`config.mk`:
```
export PLATFORM = sky130hd
export DESIGN_NAME = stc_ctrl
export DESIGN_NICKNAME = d
export VERILOG_FILES = /design/src/stc_pkg.sv /design/src/stc_ctrl.sv
export SDC_FILE = /design/constraint.sdc
export NUM_CORES = 1
export LEC_CHECK = 0
export BUFFER_PORTS_ARGS = -buffer_cell sky130_fd_sc_hd__buf_2
export CAP_MARGIN = 20
export CORE_AREA = 2 2 39 41
export DETAILED_ROUTE_END_ITERATION = 7
export DIE_AREA = 0 0 41 43
export PLACE_DENSITY = 0.71
export SLEW_MARGIN = 10
export SYNTH_ARGS = -nofsm -noshare
export SYNTH_HDL_FRONTEND = slang
export SYNTH_SLANG_ARGS = --single-unit
```
`constraint.sdc`:
```
create_clock -name clk_i -period 1.3 [get_ports clk_i]
set_clock_uncertainty 0.15 [all_clocks]
set_input_delay 0 -clock clk_i [delete_from_list [all_inputs] [get_ports clk_i]]
set_output_delay 0 -clock clk_i [all_outputs]
set_load 0.05 [all_outputs]
```
`src/stc_pkg.sv`:
```
// ----------------------------------------------------------------------------
// stc_pkg
// Shared types, constants and state encoding for the spike-triggered
// covariance accumulator.
// ----------------------------------------------------------------------------
package stc_pkg;

  localparam int MaxDimsPerFrame = 16;
  localparam int MaxWindowFrames = 8;
  localparam int MaxDims         = 128;
  localparam int CrossDepth      = MaxDims * (MaxDims + 1) / 2;
  localparam int HistDepth       = MaxWindowFrames * MaxDimsPerFrame;

  localparam int SlotW   = $clog2(MaxWindowFrames);
  localparam int PosW    = $clog2(MaxDimsPerFrame);
  localparam int HistAw  = $clog2(HistDepth);
  localparam int DimW    = $clog2(MaxDims);
  localparam int CrossAw = $clog2(CrossDepth);

  localparam int SumW   = 48;
  localparam int CrossW = 64;
  localparam int TotalW = 32;
  localparam int FrameW = 16;

  localparam logic [2:0] OP_PUSH       = 3'd0;
  localparam logic [2:0] OP_CLEAR      = 3'd1;
  localparam logic [2:0] OP_READ_SUM   = 3'd2;
  localparam logic [2:0] OP_READ_CROSS = 3'd3;
  localparam logic [2:0] OP_READ_TOTAL = 3'd4;

  localparam logic [1:0] REG_DIMS  = 2'd0;
  localparam logic [1:0] REG_START = 2'd1;
  localparam logic [1:0] REG_END   = 2'd2;

  typedef struct packed {
    logic [2:0]         operation;
    logic signed [15:0] stim_value;
    logic [7:0]         spike_count;
    logic               first_of_trial;
    logic               last_of_frame;
    logic [6:0]         row_index;
    logic [6:0]         col_index;
  } req_t;

  typedef struct packed {
    logic signed [63:0] read_value;
    logic               index_error;
  } rsp_t;

  typedef struct packed {
    logic [4:0]        dims_per_frame;
    logic signed [4:0] start_frame;
    logic [3:0]        end_frame;
  } cfg_t;

  typedef enum logic [3:0] {
    ST_CLEAR,
    ST_IDLE,
    ST_PUSH,
    ST_READ,
    ST_RESULT,
    ST_ROW_RD,
    ST_ROW_MUL,
    ST_ROW_SUM,
    ST_COL_RD,
    ST_COL_MUL,
    ST_COL_WR,
    ST_TOTAL
  } state_e;

  typedef struct packed {
    logic accept;
    logic push;
    logic clr_step;
    logic read_sel;
    logic row_phase;
    logic row_mul;
    logic row_sum;
    logic col_mul;
    logic col_wr;
    logic total_add;
    logic result;
  } cmd_t;

  typedef struct packed {
    logic trigger;
    logic clr_last;
    logic row_last;
    logic col_last;
  } status_t;

endpackage

```
`src/stc_ctrl.sv`:
```
// ----------------------------------------------------------------------------
// stc_ctrl
// Sequencer: request dispatch, store clearing sweep and the per-spike
// triangular update walk.
// ----------------------------------------------------------------------------
module stc_ctrl (
  input  logic             clk_i,
  input  logic             rst_ni,
  input  logic             start_i,
  input  logic [2:0]       operation_i,
  input  stc_pkg::status_t status_i,
  output stc_pkg::cmd_t    cmd_o,
  output logic             busy_o
);
  import stc_pkg::*;

  state_e state_q, state_d;

  always_ff @(posedge clk_i or negedge rst_ni) begin
    if (!rst_ni) begin
      state_q <= ST_CLEAR;
    end else begin
      state_q <= state_d;
    end
  end

  always_comb begin
    state_d = state_q;
    case (state_q)
      ST_CLEAR: begin
        if (status_i.clr_last) state_d = ST_IDLE;
      end
      ST_IDLE: begin
        if (start_i) begin
          case (operation_i)
            OP_PUSH:       state_d = ST_PUSH;
            OP_CLEAR:      state_d = ST_CLEAR;
            OP_READ_SUM:   state_d = ST_READ;
            OP_READ_CROSS: state_d = ST_READ;
            OP_READ_TOTAL: state_d = ST_READ;
            default:       state_d = ST_IDLE;
          endcase
        end
      end
      ST_PUSH:    state_d = status_i.trigger ? ST_ROW_RD : ST_IDLE;
      ST_READ:    state_d = ST_RESULT;
      ST_RESULT:  state_d = ST_IDLE;
      ST_ROW_RD:  state_d = ST_ROW_MUL;
      ST_ROW_MUL: state_d = ST_ROW_SUM;
      ST_ROW_SUM: state_d = ST_COL_RD;
      ST_COL_RD:  state_d = ST_COL_MUL;
      ST_COL_MUL: state_d = ST_COL_WR;
      ST_COL_WR: begin
        if (!status_i.col_last) state_d = ST_COL_RD;
        else if (status_i.row_last) state_d = ST_TOTAL;
        else state_d = ST_ROW_RD;
      end
      ST_TOTAL:   state_d = ST_IDLE;
      default:    state_d = ST_IDLE;
    endcase
  end

  always_comb begin
    cmd_o = '0;
    case (state_q)
      ST_IDLE:    cmd_o.accept = start_i;
      ST_CLEAR:   cmd_o.clr_step = 1'b1;
      ST_PUSH:    cmd_o.push = 1'b1;
      ST_READ:    cmd_o.read_sel = 1'b1;
      ST_RESULT:  cmd_o.result = 1'b1;
      ST_ROW_RD:  cmd_o.row_phase = 1'b1;
      ST_ROW_MUL: cmd_o.row_mul = 1'b1;
      ST_ROW_SUM: cmd_o.row_sum = 1'b1;
      ST_COL_MUL: cmd_o.col_mul = 1'b1;
      ST_COL_WR:  cmd_o.col_wr = 1'b1;
      ST_TOTAL:   cmd_o.total_add = 1'b1;
      default:    cmd_o = '0;
    endcase
  end

  assign busy_o = (state_q != ST_IDLE);

endmodule

```
Word level (Yosys, flattened, before mapping):

Index checks and enable logic that the tools add are counted.

* input port bits: 10
* flip-flop bits (word level): 4
* logic and storage cells: 41

* equal/unequal tests: 18
* multiplexer cells: 18
* reduce and logical (&&, ||, !) cells: 4

Operators by type and width (count)
* $pmux 4 s10: 1
* $eq 4x3->1 const B: 4
* $eq 4x4->1 const B: 4
* $mux 4: 4
* $mux 1: 11
* $eq 4x2->1 const B: 2
* $eq 3x2->1 const B: 2
* $pmux 2 s3: 1
* $eq 4x1->1 const B: 1
* $logic_not 4->1: 1
* $ne 2x2->1 const B: 2
* $ne 4x1->1 const B: 1
* $eq 3x1->1 const B: 1
* $eq 3x3->1 const B: 1
* $logic_not 3->1: 1
* $mux 3: 1
* $reduce_or 3->1: 1
* $reduce_and 2->1: 1

Depth between registers and ports, before layout:

* depth after elaboration: 5
* gate-level depth with buffers: 5
* gate-level depth less buffers: 4

Worst setup path after synthesis:

OpenSTA, ideal clock, no wires.

* path type: register -> register
* start point: reg state_q[3]
* end point: reg state_q[0]
* cell stages (with the launch flop): 5
* path slack: -0.718 ns
* data arrival time: 1.744 ns
* library setup time: 0.124 ns
* period minus slack after synthesis: 2.018 ns
* path through: dfrtp_1 -> buf_6 -> nor4_2 -> nand2b_1 -> o31a_1

* longest elaborated chain between the ends: 3
* elaborated cells on any way between the ends: 14
* those cells by class: eq/ne (11); mux (1); reduce/logical (2)

Ends and longest elaborated chain
* from (decl): line stc_ctrl.sv:17 `state_e state_q, state_d;`
* from (signal assigned): line stc_ctrl.sv:23 `state_q <= state_d;`
* $eq 4x1->1 / $logic_not 4->1 (equally long branches): line stc_ctrl.sv:29 `case (state_q)`
* $ne 2x2->1 (no source line)
* $reduce_and 2->1 (no source line)

Several ways; a longest one is shown, not always the timed one.
A chain may end at the register's enable or synchronous reset.

==> impl_metrics.csv <==
group,metric,value,unit
detailed_routing,drt_wl_total,1890,um
global_routing,grt_pass1_wl,2691,um
pwr,vdd_drop_max,2205,uV
setup_path,r2r-end,"state_q[0]$_DFFE_PN0P_",
clock_tree,cts.sink_count,4,
setup_path,critical_path_source_type,"register",
finish,largest_register,"state_q",
sta,tns,-1928,ps
setup_path,timing_worst_setup_path_type,"register to output port",
setup_path,cp_max_fo,6,
pwr,intPower,1.405,mW
logic_synthesis,syn-num-nets,63,
detailed_routing,drc_errors,0,
sta,timing.final.hold_violations,0,
pwr,sequentialPowerShare,9.9,%
die,placement_rows,14,
sta,tightestPinTransition,239.8,ps
clock_tree,cts-buffers-inserted,3,
detailed_routing,drt-wirelength-per-cell,15.24,um
clock_tree,cts_tree,"yes",
pwr,power_per_cell_area,2402,mW/mm2
clock_tree,cts_root_buffer,"clkbuf_4",
placed_design,hpwl,982,um
sta,drv_slew,0,
logic_synthesis,synth-warning-count,0,
outcome,outcome,"finished with violations",
min_path,worstHoldEndpoint,"state_q[2]$_DFFE_PN0P_",
die,design.core.area,0.001384,mm2
pwr,total_switching_power,1.246,mW
finish,final_net_count,120,
detailed_routing,detailroute.via_count,600,
finish,stdcell_count,124,
setup_path,r2r_setup_slack,-170,ps
finish,area_delta_synth_final,161.7,%
min_path,hold_path_class,"primary input to register",
pwr,p_leak,0.4844,nW
logic_synthesis,netlist-cell-type-count,27,
pwr,power_frac_comb,84.1,%
global_routing,first_global_vias,583,
sta,max_freq,674.4,MHz
global_routing,grt_use_total,23.39,%
die,floorplan.die_area,0.001763,mm2
finish,largest_registers,"state_q: 4 flops",
setup_path,ff2ff_path_depth,5,
outcome,violated_checks,"negative setup slack",
clock_tree,clkSlewWorstSetupHoldPaths,40,ps
die,io-pin-count,22,
detailed_routing,detail_route.iter0.violations,1,
die,die_width,41,um
min_path,hold_path.startpoint,"status_i[0]",
finish,mostFrequentLayoutCell,"buf_6",
sta,timing.final.setup_violations,15,
setup_path,r2r_start,"state_q[0]$_DFFE_PN0P_",
setup_path,worst_ep_required_time,1150,ps
logic_synthesis,synth_seq_cells,4,
placed_design,placed_cells,105,
finish,layout_utilization,79.75,%
setup_path,timing.critical_path.from,"state_q[2]$_DFFE_PN0P_",
sta,max-slew-margin-rel,83.89,%
finish,number_of_flip_flops_under_the_largest_register_name,4,
pwr,p_clk_share,6.0,%
detailed_routing,drt_pre_antenna_iters,2,
clock_tree,clock_latency,240,ps
placed_design,place_worst_setup_slack,-77.32,ps
global_routing,grt_start_max_net_pins,7,
min_path,hold-path-cell-count,3,
die,dieHeight,43,um
detailed_routing,detail-route-antenna-nets,0,
finish,drive_gt1_share,76.85,%
detailed_routing,drt-vias-per-instance,4.839,
clock_tree,htree_num_levels,1,
logic_synthesis,avgSynthCellArea,7.956,um2
sta,grt_setup_unrepaired,"true",
die,floorplan.initialDensity,30.47,%
clock_tree,largest_buffer_count_on_any_clock_path,2,
logic_synthesis,postSynthCellCount,53,
setup_path,worstPathArrival,1330,ps
sta,finalWorstSetupSlack,-182.7,ps
placed_design,port_buffers,21,
setup_path,timing.critical_path.to_type,"output port",
finish,final_cell_mix,"buf_6 (19), buf_4 (18), buf_2 (9), nor2_4 (6), buf_8 (5)",
pwr,sw_frac_of_total,47.01,%
job,maxCapViolCount,0,
global_routing,grt_remaining_overflow,0,
placed_design,place_congestion,0.8140,
sta,final_period_minus_worst_setup_slack,1483,ps
logic_synthesis,ys_seq_area_share,23.74,%
finish,insertedDiodeCount,0,
logic_synthesis,synth_area,421.7,um2
sta,final_min_period_over_clock_period,114.1,%
global_routing,number_of_antenna_violations_at_the_first_check_in_global_routing,0,
[cell type report]
type,count,area (um2)
clock buffers,3,22.52
fillers,83,280.3
flip-flops and latches,4,101.3
inverters,2,7.507
repair buffers,56,529.3
multi-input cells,43,422.9
well taps,16,20.02
[power groups by stage]
stage | Combinational, mW | Clock, mW | Sequential (mW)
global route | 2.35 | 0.170 | 0.268
detailed placement | 1.46 | 0 | 0.240
global placement | 1.44 | 0 | 0.235
floorplan | 1.03 | 0 | 0.212
finish | 2.23 | 0.160 | 0.262
CTS | 2.01 | 0.157 | 0.244
[logic make-up after synthesis]
kind of cell	after synthesis	share of synthesized area [%]
and+or+nand+nor	27	39.17
AOI/OAI and AO/OA	15	23.14
buffers and inverters	6	11.57
DFF	4	23.74
muxes	1	2.374
[cells in the mapped netlist, drive strengths merged]
| library cell | n | area (um2) |
|---|---|---|
| o211ai | 1 | 7.510 |
| nor2b | 1 | 6.260 |
| nand2 | 3 | 11.26 |
| nor2 | 9 | 33.78 |
| buf | 4 | 41.29 |
| dfrtp | 4 | 100.1 |
| nor4 | 1 | 12.51 |
| o21a | 1 | 7.510 |
| o2bb2ai | 1 | 8.760 |
| o21ai | 3 | 18.76 |
| a21oi | 5 | 25.02 |
| o31a | 1 | 8.760 |
| mux2i | 1 | 10.01 |
| and2 | 1 | 6.260 |
| nand2b | 7 | 61.31 |
| a211oi | 2 | 15.01 |
| inv | 2 | 7.500 |
| nor3 | 4 | 25.02 |
| nand4b | 1 | 8.760 |
| o22ai | 1 | 6.260 |
[worst max-delay path, cell delays in order, from the launching register on]
cell and delay (ps):
dfrtp_1 410, buf_6 170, nand2b_4 70, buf_8 140, nor3_4 130, buf_6 180
[worst max path at each step]
stage,endpoint,slack [ps],depth (start not counted)
final,cmd_o[0],-180,5
after global routing,state_q[1]$_DFFE_PN0P_,-270,6
after CTS,busy_o,-150,5
after detailed placement,state_q[0]$_DFFE_PN0P_,-80,5
after global placement,state_q[1]$_DFFE_PN0P_,-60,5
after floorplan,state_q[0]$_DFFE_PN0P_,-370,4
[stage by stage]
stage | hold WS [ps] | area (um2) | power, mW
floorplan | -445.6 | 496.7 | 1.240
global placement | -338.7 | 719.4 | 1.676
detailed placement | -336.1 | 719.4 | 1.701
CTS | 41.58 | 1017 | 2.413
global route | 52.47 | 1104 | 2.790
finish | 53.51 | 1104 | 2.651
[what timing repair did]
action                                  CTS  global route
hold endpoints to repair                  6             0
resized for setup                        45            15
hold buffers                              4             0
endpoints found under the setup margin   15            16
buffers inserted                          9             4
pin swaps                                 5             3
gates cloned                              0             0
[layer usage]
layer  vias up  wire [um]  track usage, %
met5         -          0               0
met4         0         83           12.00
met3         8         84           3.665
met2        24        940           38.13
met1       269        782           27.69
li1        299          -               -
(Power assumes the default switching activity.)
